### src/sv/cstr_pkg.sv
// cstr_pkg: shared widths, constants, types and tables for the cubic stiffness rotation core
// no dependencies; imported by every module of the block

package cstr_pkg;

  localparam int FRAC_BITS         = 16;
  localparam int WFRAC             = 30;
  localparam int SCALE_SH          = WFRAC - FRAC_BITS;
  localparam int CORDIC_STAGES_DEF = 18;

  localparam int ANG_W = 19;
  localparam int ZW    = 35;
  localparam int WW    = 34;
  localparam int SW    = 40;
  localparam int KW    = 32;
  localparam int VW    = 40;

  localparam int FIFO_DEPTH = 2;

  localparam logic [4:0] LAST_T = 5'd20;

  localparam logic [1:0] REG_C11 = 2'd0;
  localparam logic [1:0] REG_C12 = 2'd1;
  localparam logic [1:0] REG_C44 = 2'd2;

  localparam logic signed [ZW-1:0] PI_W      = 35'sd3373259426;
  localparam logic signed [ZW-1:0] HALF_PI_W = 35'sd1686629713;
  localparam logic signed [ZW-1:0] TWO_PI_W  = 35'sd6746518852;
  localparam logic signed [WW-1:0] GAIN_W    = 34'sd652032874;

  localparam logic signed [2*WW-1:0] MUL_RND = (2*WW)'(64'sd1 <<< (WFRAC - 1));

  // rotation matrix, entry row*3+col
  typedef logic [8:0][WW-1:0] mat_t;

  typedef struct packed {
    logic signed [KW-1:0] k11;
    logic signed [KW-1:0] k12;
    logic signed [KW-1:0] k44;
  } coef_t;

  typedef struct packed {
    logic full;
    logic empty;
  } fifo_stat_t;

  typedef enum logic [1:0] {
    CLS_11 = 2'd0,
    CLS_12 = 2'd1,
    CLS_44 = 2'd2
  } cls_e;

  typedef struct packed {
    cls_e       cls;
    logic [1:0] c0;
    logic [1:0] c1;
    logic [1:0] c2;
    logic [1:0] c3;
  } term_t;

  // product of two 30-bit-fraction values, rounded half up
  function automatic logic signed [WW-1:0] mulw(input logic signed [WW-1:0] a,
                                                 input logic signed [WW-1:0] b);
    logic signed [2*WW-1:0] prod;
    prod = a * b;
    prod = prod + MUL_RND;
    return prod[WFRAC+WW-1:WFRAC];
  endfunction

  function automatic logic signed [ZW-1:0] atan_w(input logic [4:0] i);
    logic signed [ZW-1:0] r;
    case (i)
      5'd0:  r = 35'sd843314857;
      5'd1:  r = 35'sd497837829;
      5'd2:  r = 35'sd263043837;
      5'd3:  r = 35'sd133525159;
      5'd4:  r = 35'sd67021687;
      5'd5:  r = 35'sd33543516;
      5'd6:  r = 35'sd16775851;
      5'd7:  r = 35'sd8388437;
      5'd8:  r = 35'sd4194283;
      5'd9:  r = 35'sd2097149;
      5'd10: r = 35'sd1048576;
      5'd11: r = 35'sd524288;
      5'd12: r = 35'sd262144;
      5'd13: r = 35'sd131072;
      5'd14: r = 35'sd65536;
      5'd15: r = 35'sd32768;
      5'd16: r = 35'sd16384;
      5'd17: r = 35'sd8192;
      5'd18: r = 35'sd4096;
      5'd19: r = 35'sd2048;
      5'd20: r = 35'sd1024;
      5'd21: r = 35'sd512;
      5'd22: r = 35'sd256;
      5'd23: r = 35'sd128;
      5'd24: r = 35'sd64;
      5'd25: r = 35'sd32;
      5'd26: r = 35'sd16;
      5'd27: r = 35'sd8;
      5'd28: r = 35'sd4;
      5'd29: r = 35'sd2;
      5'd30: r = 35'sd1;
      default: r = '0;
    endcase
    return r;
  endfunction

  // first and second tensor index of a voigt index
  function automatic logic [1:0] voigt_a(input logic [2:0] n);
    logic [1:0] r;
    case (n)
      3'd1:    r = 2'd1;
      3'd2:    r = 2'd2;
      3'd3:    r = 2'd1;
      default: r = 2'd0;
    endcase
    return r;
  endfunction

  function automatic logic [1:0] voigt_b(input logic [2:0] n);
    logic [1:0] r;
    case (n)
      3'd1:    r = 2'd1;
      3'd2:    r = 2'd2;
      3'd3:    r = 2'd2;
      3'd4:    r = 2'd2;
      3'd5:    r = 2'd1;
      default: r = 2'd0;
    endcase
    return r;
  endfunction

  // ordered pairs p != q, as {p, q}
  function automatic logic [3:0] pair_pq(input logic [2:0] n);
    logic [3:0] r;
    case (n)
      3'd0:    r = {2'd0, 2'd1};
      3'd1:    r = {2'd0, 2'd2};
      3'd2:    r = {2'd1, 2'd0};
      3'd3:    r = {2'd1, 2'd2};
      3'd4:    r = {2'd2, 2'd0};
      3'd5:    r = {2'd2, 2'd1};
      default: r = {2'd0, 2'd1};
    endcase
    return r;
  endfunction

  // term t of a component: class and the column of each of the four factors
  function automatic term_t term_of(input logic [4:0] t);
    term_t      r;
    logic [3:0] pq;
    logic [1:0] p;
    logic [1:0] q;
    pq = '0;
    if (t < 5'd3) begin
      r = '{cls: CLS_11, c0: t[1:0], c1: t[1:0], c2: t[1:0], c3: t[1:0]};
    end else if (t < 5'd9) begin
      pq = pair_pq(3'(t - 5'd3));
      p  = pq[3:2];
      q  = pq[1:0];
      r  = '{cls: CLS_12, c0: p, c1: p, c2: q, c3: q};
    end else if (t < 5'd15) begin
      pq = pair_pq(3'(t - 5'd9));
      p  = pq[3:2];
      q  = pq[1:0];
      r  = '{cls: CLS_44, c0: p, c1: q, c2: p, c3: q};
    end else begin
      pq = pair_pq(3'(t - 5'd15));
      p  = pq[3:2];
      q  = pq[1:0];
      r  = '{cls: CLS_44, c0: p, c1: q, c2: q, c3: p};
    end
    return r;
  endfunction

endpackage

### src/sv/cstr_fifo.sv
// cstr_fifo: short queue of rotation matrices between the front and the back
// depends on cstr_pkg

module cstr_fifo import cstr_pkg::*; (
  input  logic       clk_i,
  input  logic       rst_ni,
  input  logic       push_i,
  input  mat_t       push_mat_i,
  input  logic       pop_i,
  output mat_t       head_mat_o,
  output fifo_stat_t stat_o
);

  localparam int PW = (FIFO_DEPTH > 1) ? $clog2(FIFO_DEPTH) : 1;
  localparam int CW = $clog2(FIFO_DEPTH + 1);

  mat_t          mem_q [FIFO_DEPTH];
  logic [PW-1:0] wr_ptr_q, rd_ptr_q;
  logic [CW-1:0] cnt_q;

  assign stat_o.full  = (cnt_q == CW'(FIFO_DEPTH));
  assign stat_o.empty = (cnt_q == '0);
  assign head_mat_o   = mem_q[rd_ptr_q];

  always_ff @(posedge clk_i or negedge rst_ni) begin
    if (!rst_ni) begin
      wr_ptr_q <= '0;
      rd_ptr_q <= '0;
      cnt_q    <= '0;
    end else begin
      if (push_i) begin
        wr_ptr_q <= (wr_ptr_q == PW'(FIFO_DEPTH - 1)) ? '0 : wr_ptr_q + PW'(1);
      end
      if (pop_i) begin
        rd_ptr_q <= (rd_ptr_q == PW'(FIFO_DEPTH - 1)) ? '0 : rd_ptr_q + PW'(1);
      end
      if (push_i && !pop_i) begin
        cnt_q <= cnt_q + CW'(1);
      end else if (pop_i && !push_i) begin
        cnt_q <= cnt_q - CW'(1);
      end
    end
  end

  always_ff @(posedge clk_i) begin
    if (push_i) begin
      mem_q[wr_ptr_q] <= push_mat_i;
    end
  end

`ifndef SYNTHESIS
  a_no_overflow: assert property (@(posedge clk_i) disable iff (!rst_ni)
    push_i |-> !stat_o.full || pop_i)
    else $error("matrix queue written while full");
  a_no_underflow: assert property (@(posedge clk_i) disable iff (!rst_ni)
    pop_i |-> !stat_o.empty)
    else $error("matrix queue read while empty");
  a_cnt_range: assert property (@(posedge clk_i) disable iff (!rst_ni)
    cnt_q <= CW'(FIFO_DEPTH))
    else $error("matrix queue count out of range");
`endif

endmodule

### config.mk
export PLATFORM = sky130hd
export DESIGN_NAME = cstr_fifo
export DESIGN_NICKNAME = d
export VERILOG_FILES = /design/src/sv/cstr_pkg.sv /design/src/sv/cstr_fifo.sv
export SDC_FILE = /design/constraint.sdc
export NUM_CORES = 1
export LEC_CHECK = 0
export ABC_AREA = 0
export BUFFER_PORTS_ARGS = -buffer_cell sky130_fd_sc_hd__buf_2
export CAP_MARGIN = 20
export CORE_AREA = 2 2 237 239
export CTS_BUF_LIST = sky130_fd_sc_hd__clkbuf_8 sky130_fd_sc_hd__clkbuf_16
export CTS_CLUSTER_SIZE = 28
export DETAILED_ROUTE_END_ITERATION = 7
export DIE_AREA = 0 0 239 241
export PLACE_DENSITY = 0.66
export SYNTH_ARGS = -nofsm -noshare
export SYNTH_HDL_FRONTEND = slang
export SYNTH_SLANG_ARGS = --single-unit
### constraint.sdc
create_clock -name clk_i -period 27.2 [get_ports clk_i]
set_clock_uncertainty 0.05 [all_clocks]
set_input_delay 5.44 -clock clk_i [delete_from_list [all_inputs] [get_ports clk_i]]
set_output_delay 5.44 -clock clk_i [all_outputs]
set_load 0.02 [all_outputs]
==> Word-level counts from Yosys, hierarchy flattened <==
Memory sizes are Yosys's and may differ from the RTL's.
Index checks and enable logic that the tools add are counted.
{ "totals": {"regBits": 4, "ram_bits": 612, "inputBits": 310, "out_inout_bits": 308, "memories": 1} }
{ "mem_list": {"columns": ["name", "depth", "word_bits", "rd", "rd_ports_with_merged_regs", "write_ports", "line_no", "source"], "rows": [
  ["mem_q", 2, 306, 1, 0, 1, "cstr_fifo.sv:17", "mat_t mem_q [FIFO_DEPTH];"]
]} }
{ "classes": {"addsub": 4, "n_eq_ne": 1, "mux": 6, "n_reduce_logical": 6} }
{ "ops": {"columns": ["cell", "n"], "rows": [
  ["1-bit 2-to-1 mux", 4],
  ["2-bit 2-to-1 mux", 2],
  ["1-bit adder, second input constant", 2],
  ["2-bit by 1-bit adder with 2-bit output, second input constant", 1],
  ["2-bit equality test, second input constant", 1],
  ["1-bit logical AND", 2],
  ["1-bit logical NOT", 2],
  ["2-bit logical NOT", 1],
  ["2-bit nonzero test", 1],
  ["2-bit by 1-bit subtractor with 2-bit output, second input constant", 1]
]} }

==> Longest topological paths before layout <==
Gate-level depths: netlist of the first run.
{ "depth": {"ltp_word": 4, "mapped_depth": 5} }

==> Worst setup path after synthesis of the first run <==
OpenSTA, ideal clock, no wires.
{ "synth_timing": {"path_kind": "input to register", "from": "input port push_i", "to": "memory mem_q[0][0] (netlist name) (enable)", "setup_time_ns": 1.016, "t_arrival_ns": 18.591, "setup_slack_ns": 7.543, "path_stages": 1, "path_cell_list": "nor2b_1"} }
{ "synth_via": {"elab_chain_cells": 2} }
{ "synth_rtl": {"columns": ["item", "line_no", "source"], "rows": [
  ["from (decl)", "cstr_fifo.sv:7", "input logic push_i,"],
  ["1-bit 2-to-1 mux", "cstr_fifo.sv:46", "if (push_i) begin"],
  ["1-bit 2-to-1 mux (implied by the code)", "cstr_fifo.sv:47", "mem_q[wr_ptr_q] <= push_mat_i;"],
  ["to (decl)", "cstr_fifo.sv:17", null]
]} }
No other way between the ends.

==> summary by stage, run 1 <==
STA
The hold violation count in the final report came to 0. Based on the critical path, the design can be clocked at up to between 0.09 and 0.1 GHz. The slew of the pin with the lowest slew margin is 1370 ps. The worst path uses 36.9% of the clock period. Final hold analysis gives a worst-case slack of 448 ps.

After routing, the total negative slack on setup checks comes to 0 ps. Setup repair after global routing left no endpoint under its margin. After layout, the worst setup slack is around 17000 ps. The clock period minus worst slack is 10040 ps. The max-slew violation count came to 0. Headroom to the max-slew limit came out at 8.92%. Setup violations remaining at the end of the flow were counted as 0.

Worst hold path
The min-delay analysis places its worst path in the category flop to flop.

Detailed routing
The iteration count of the initial detailed-routing pass is 4. Once detail routing completed, the nets flagged for antenna violations numbered 0. The per-cell via count in the routed design is ~4.8.

The number of DRC violations after detailed routing is 0. The routed length per placed instance is roughly 22 um. The initial detailed-routing violation count is approximately 530.

The total via count after detailed routing is 11500. The total routed wirelength is 51.6 mm.

Power
The total power is between 3000 and 4000 uW. The total internal power is 2220 uW. Of the total power, the clock network draws approximately a quarter. In this run the power density over the cells is roughly 110 nW/um^2. The portion of total power attributed to sequential cells is 40.4%. The share of total power dissipated in combinational logic is 33.4%.

The switching part of the total is between 30% and 40%. For this design the total switching power over the nets is ~1000 uW. The worst-case IR drop observed on VDD is a little over 0.07 mV. The leakage power total is roughly 0.012 uW.

Cells and area
The library cells used most frequently in the layout, excluding fill and tap cells, are sky130_fd_sc_hd__buf_2, sky130_fd_sc_hd__edfxtp_1, sky130_fd_sc_hd__mux2_4. Relative to the synthesized area, the layout overhead comes to 25.3%. The share of layout cells above drive strength 1 is 61.1%. The net count of the finished layout is a little under 2000. The layout has around 4400 filler cells.

The most common cell after layout, fill and taps aside is sky130_fd_sc_hd__buf_2. At the end of the flow the core is filled with cells to between 50% and 60%.

Global routing
The pin count of the biggest net entering global routing is 169. The global-route wire length before repair is 72.3 mm. The initial antenna violation count came to 22.

The number of global-route vias before repair came to 11800. Global routing consumed, over all layers together, between 10% and 20% of the routing resources. Global routing finished with a remaining overflow of 0.

Clocking
The later pin in the worst-skew pair is clocked with a latency of about 570 ps. The clock transition at the registers of the reported paths is around 60 ps. The maximum level of the CTS H-tree is 3. In this run, post-CTS hold repair placed 0 buffers. The clock passes through at most 3 buffers. The number of clock buffers added by TritonCTS is 67.

The tree is rooted in a sky130_fd_sc_hd__clkbuf_16. In this run, post-CTS repair resized a total of 0 instances. Clock tree synthesis found a total of 616 sinks. The TritonCTS clock tree is done. The buffer count from post-CTS setup fixing is 0.

Place
The total of buffers placed on input and output ports is a little over 600. The routability congestion estimate is about 0.81. Timing analysis after detailed placement gives a worst setup slack of 17730 ps. The detailed placement HPWL is between 30 and 40 mm.

Worst setup path
The largest driver fanout on the critical path is 52. The critical path capture point type is an output port. The data required time at the worst endpoint is ~22000 ps. The endpoint arrival time on the critical path is 4550 ps. The worst setup path is launched from a flop. The critical path is of the flop to output port type.

Synth
The post-synthesis sequential area ratio is between 70% and 80%. The post-synthesis cell type count is 13. The synthesized cell area is between 20000 and 25000 um^2. Synthesis inferred between 600 and 700 register bits. The number of warning messages in the yosys log is 0. Counting every instance in the synthesized netlist gives roughly 970.

The number of nets handed over by synthesis was roughly 1300. A synthesized cell averages about 24 um^2.

Job
The number of max-cap violations is 0.

Status
The run finished with clean final reports.

Floorplanning
The full die area is approximately 58000 um^2. After floorplanning, the core was divided into between 80 and 90 placement rows. The die is ~240 um wide. The die is 241 um tall. The standard cell core area is between 50000 and 60000 um^2. For this configuration, the core starts out at a cell density of 42.3%. 618 I/O pins were placed.
layer usage:
metal,track usage (%),share of wire [%],vias up
met5,0,0.30,-
met1,18.9,36,5725
met3,6.62,8.8,109
li1,-,-,5223
met2,30.0,52,440
met4,6.08,2.3,24
final cells by class:
type	count	area, um^2	share of cell area, %
flip-flops and latches	616	18500	63.5
multi-input cells	317	4400	15.1
repair buffers	629	3190	11.0
clock buffers	68	1700	5.85
well taps	704	881	3.03
clock inverters	52	407	1.40
diodes	10	25.0	0.0860
inverters	1	3.75	0.0129
registers in the layout, indices dropped and copies added (netlist names):
name      flops
cnt_q         2
mem_q       612
rd_ptr_q      1
wr_ptr_q      1
power by group through the flow:
stage / logic, uW / registers, uW / clock network (uW)
finish: 1090 / 1320 / 859
global placement: 1100 / 1330 / 0
CTS: 1110 / 1320 / 884
global route: 1150 / 1330 / 923
detailed placement: 1110 / 1340 / 0
floorplan: 812 / 1400 / 0
synth_stat cells:
cell type                  instances  area, um^2
sky130_fd_sc_hd__xnor2_1           1        8.76
sky130_fd_sc_hd__inv_1             1        3.75
sky130_fd_sc_hd__dfrtp_1           4         100
sky130_fd_sc_hd__xor2_1            4        35.0
sky130_fd_sc_hd__edfxtp_1        612       18400
sky130_fd_sc_hd__mux2_4          230        3450
sky130_fd_sc_hd__and2_1            1        6.26
sky130_fd_sc_hd__buf_2             7        35.0
sky130_fd_sc_hd__ha_1              1        12.5
sky130_fd_sc_hd__nor2b_1           2        12.5
sky130_fd_sc_hd__nor2_1            2        7.51
sky130_fd_sc_hd__mux2_2           76         856
sky130_fd_sc_hd__buf_6            27         304
per-stage QoR:
| stage | instances | cell area, um^2 |
|---|---|---|
| floorplan | 968 | 23200 |
| global placement | 2267 | 27000 |
| detailed placement | 2267 | 27000 |
| CTS | 2387 | 29100 |
| global route | 2393 | 29100 |
| finish | 2397 | 29100 |
logic make-up (layout without fill, tap and decap cells):
group,count (synthesis),after routing,share of synthesized area (%)
xor+xnor,5,5,0.189
fa+ha+maj,1,1,0.0539
mux,306,306,18.6
flops,616,616,79.6
simple gates,5,5,0.113
buf+inv,35,750,1.48
other cells,0,10,0
worst max-delay path: stages (launching register included):
cell and delay (ps):
sky130_fd_sc_hd__dfrtp_4 850, sky130_fd_sc_hd__buf_4 770, sky130_fd_sc_hd__buf_4 840, sky130_fd_sc_hd__buf_4 830, sky130_fd_sc_hd__mux2_4 360, sky130_fd_sc_hd__buf_2 160
path summary, 6_finish.rpt:
kind	end	slack, ps	from	cells after the start
max in group asynchronous	rd_ptr_q	22330	rst_ni	1
worst min register to register	cnt_q[1]	450	cnt_q[1]	1
min in group asynchronous	cnt_q[0]	4620	rst_ni	1
worst max register to register	mem_q[1][153]	23670	wr_ptr_q	3
worst min-delay path	cnt_q[1]	450	cnt_q[1]	1
worst max-delay path	head_mat_o[133]	17160	rd_ptr_q	5
Power figures use the tool's default switching activity.
==> run 2: changes to the inputs <==
--- a/config.mk
+++ b/config.mk
@@ -8,12 +8,12 @@
 export ABC_AREA = 0
 export BUFFER_PORTS_ARGS = -buffer_cell sky130_fd_sc_hd__buf_2
 export CAP_MARGIN = 20
-export CORE_AREA = 2 2 237 239
+export CORE_AREA = 2 2 239 241
 export CTS_BUF_LIST = sky130_fd_sc_hd__clkbuf_8 sky130_fd_sc_hd__clkbuf_16
 export CTS_CLUSTER_SIZE = 28
 export DETAILED_ROUTE_END_ITERATION = 7
-export DIE_AREA = 0 0 239 241
-export PLACE_DENSITY = 0.66
+export DIE_AREA = 0 0 241 243
+export PLACE_DENSITY = 0.65
 export SYNTH_ARGS = -nofsm -noshare
 export SYNTH_HDL_FRONTEND = slang
 export SYNTH_SLANG_ARGS = --single-unit
==> constraint.sdc (replaced) <==
create_clock -name clk_i -period 10.2 [get_ports clk_i]
set_clock_uncertainty 0.05 [all_clocks]
set_input_delay 2.04 -clock clk_i [delete_from_list [all_inputs] [get_ports clk_i]]
set_output_delay 2.04 -clock clk_i [all_outputs]
set_load 0.02 [all_outputs]
==> run 2 against run 1 <==
  * Via count shrank 0.48%
  * First-iteration DRC count rose by 4.1%
  * Non-clock buffer count fell by 4
  * Critical path depth down 2
  * Register-to-register slack lost 16000 ps
  * Power grew to 2.7 times the previous value
  * Sequential share of layout area shrank 0.26 points
  * Core utilization fell by 0.80 points
  * Hold slack improved by 3.7 ps
  * Cell area increased by 0.42%
  * Combinational power rose to 2.7 times the previous value
  * Global-route usage fell by 0.44 points
  * Critical path type unchanged
==> summary by stage, run 2 (synthesis gave the netlist of run 1 again) <==
Worst setup path
The startpoint-to-endpoint class of the critical path is flop to output port. The largest driver fanout on the critical path came to 119 (+130%). The data required time at the worst endpoint is 8110 ps (-13600 ps). The endpoint arrival time on the critical path is 3200 ps (-1350 ps). The critical path capture point type is an output port.

The startpoint kind of the worst setup timing path is a flop. The worst reg-to-reg path cell count was 3 (unchanged).

Clocking
The number of instances resized during post-cts repair is 0 (unchanged). The buffer count from post-CTS setup fixing is 0 (unchanged). The clock transition at the registers of the reported paths is 60 ps (about the same). The maximum level of the CTS H-tree is 3 (unchanged). The maximum count of clock buffers along a single path was 3 (unchanged). The clock root buffer is sky130_fd_sc_hd__clkbuf_16. The number of buffers created by CTS is 67 (unchanged). The TritonCTS clock tree is done. The number of sinks driven by the clock tree is 616 (unchanged). The clock latency reported for the late side of the worst-skew pair is 580 ps (about the same).

The count of hold buffers inserted by post-cts repair was 0 (unchanged).

Cells and area
The most common cell after layout, fill and taps aside is sky130_fd_sc_hd__buf_2. The number of flip-flops in the largest register is 612 (unchanged). The area added between synthesis and finish is 25.9%. The total number of nets in the final design is 1939 (-0.21%). In the layout the commonest cells are sky130_fd_sc_hd__buf_2, sky130_fd_sc_hd__edfxtp_1, sky130_fd_sc_hd__mux2_4.

The share of layout cells above drive strength 1 is 61.4% (+0.35 points). mem_q holds more flip-flops than any other register. The summed area of non-filler cells in the final layout was 29200 um^2 (+0.42%). The largest registers in the layout are mem_q: 612 flops, cnt_q: 2 flops.

STA
Setup repair after global routing left no endpoint under its margin. The max-slew violation count is 0 (unchanged). The hold violation count in the final report is 0 (unchanged). The worst relative slew slack was 23.9% (+15 points).

Derived from the worst setup path, the maximum achievable clock frequency is between 0.15 and 0.2 GHz. The clock period minus worst slack is ~5300 ps. In the finished design, the share of the clock period the worst path needs comes to around 52%.

The slew of the pin with the lowest slew margin is 1140 ps (-225 ps). The final count of negative-setup-slack endpoints came to 0 (unchanged). The total negative setup slack is 0 ps (unchanged).

Global routing
The sum of overflow across all layers after global routing is 0 (unchanged). The pin count of the biggest net entering global routing is 168 (-0.59%). The number of global-route vias before repair is 12100 (+2.8%). The global-route wire length before repair is 72.1 mm (-0.23%).

The global-route total usage across every layer is 16.6% (-0.44 points). The initial antenna violation count is 16 (-27%).

Detailed routing
The routed length per placed instance came to 20.6 um (-4.0%). The per-cell via count in the routed design came to 4.70 (-2.2%). The initial detailed-routing violation count is 555 (+4.1%).

The total routed wirelength is 50.4 mm (-2.3%). The number of nets with antenna violations after detailed routing is 0 (unchanged). The total via count after detailed routing came to 11500 (-0.48%). The number of DRC violations after detailed routing is 0 (unchanged). The iteration count of the initial detailed-routing pass was 4 (unchanged).

Floorplanning
The floorplan row count is 87 (+1.2%). The standard cell core area is 56000 um^2 (+2.0%). The full die area is 58600 um^2 (+1.7%).

The initial cell density of the core is 41.5% (-0.81 points). The number of top-level pins is 618 (unchanged). The die width came to 241 um (+0.84%). The vertical die dimension came to 243 um (+0.83%).

Power
The total power is 8800 uW (+170%). The leakage power total came to 0.0116 uW (about the same). The power density over the cells is 301 nW/um^2 (+170%). The largest vdd supply drop is 0.244 mV (+240%).

Place
The total of buffers placed on input and output ports came to 617 (unchanged). The routability congestion estimate came to 0.766 (-5.5%). The detailed placement HPWL is 34.2 mm (-4.9%). The standard cell area after detailed placement is 27000 um^2 (+0.27%).

Status
The flow ran to the end, and the final reports show no timing, DRC or antenna violations.

Worst hold path
The class of the worst hold path is flop to flop. The worst hold path cell count is 1 (unchanged).

Job
The number of max-cap violations is 0 (unchanged).
## run 2: final cells by class
| cell class | instances | area [um^2] |
|---|---|---|
| Sequential cell | 616 | 18500 |
| Inverter | 1 | 3.75 |
| Timing Repair Buffer | 625 | 3200 |
| Fill cell | 4562 | 26700 |
| Multi-Input combinational cell | 317 | 4400 |
| Clock inverter | 47 | 433 |
| Clock buffer | 69 | 1730 |
| Tap cell | 756 | 946 |
| Antenna cell | 9 | 22.5 |
## run 2: path summary, 6_finish.rpt
check / startpoint / end / slack, ps
worst min-delay path: cnt_q[1] / cnt_q[1] / 450
max in group asynchronous: rst_ni / rd_ptr_q / 8760
worst max-delay path: rd_ptr_q / head_mat_o[216] / 4910
worst min register to register: cnt_q[1] / cnt_q[1] / 450
worst max register to register: wr_ptr_q / mem_q[1][97] / 7280
min in group asynchronous: rst_ni / wr_ptr_q / 1200
## run 2: worst max-delay path, stage by stage, from the launching register on
cell and delay, ps:
sky130_fd_sc_hd__dfrtp_4 1090, sky130_fd_sc_hd__buf_12 630, sky130_fd_sc_hd__mux2_4 390, sky130_fd_sc_hd__buf_2 170
## run 2: per-layer routing
layer / part of all wire, % / GRT usage (%) / up-vias
met5: 0.19 / 0 / -
met4: 2.8 / 6.12 / 16
met3: 8.8 / 6.18 / 103
met2: 52 / 29.2 / 427
met1: 36 / 18.2 / 5705
li1: - / - / 5215
## run 2: where the power goes
group | switching, uW | internal, uW | total [uW]
registers | 166 | 3370 | 3530
clock network | 943 | 1410 | 2350
logic | 1680 | 1240 | 2920
total | 2780 | 6010 | 8800
## run 2: stage by stage
stage	util, %	std cells	hold WS [ps]	setup slack [ps]
2_1_floorplan	-	968	406	550
3_3_place_gp	48.3	2315	422	5530
3_5_place_dp	48.3	2315	435	5520
6_report	52.2	2440	451	4910
4_1_cts	52.2	2431	450	4850
5_1_grt	52.2	2436	482	4730
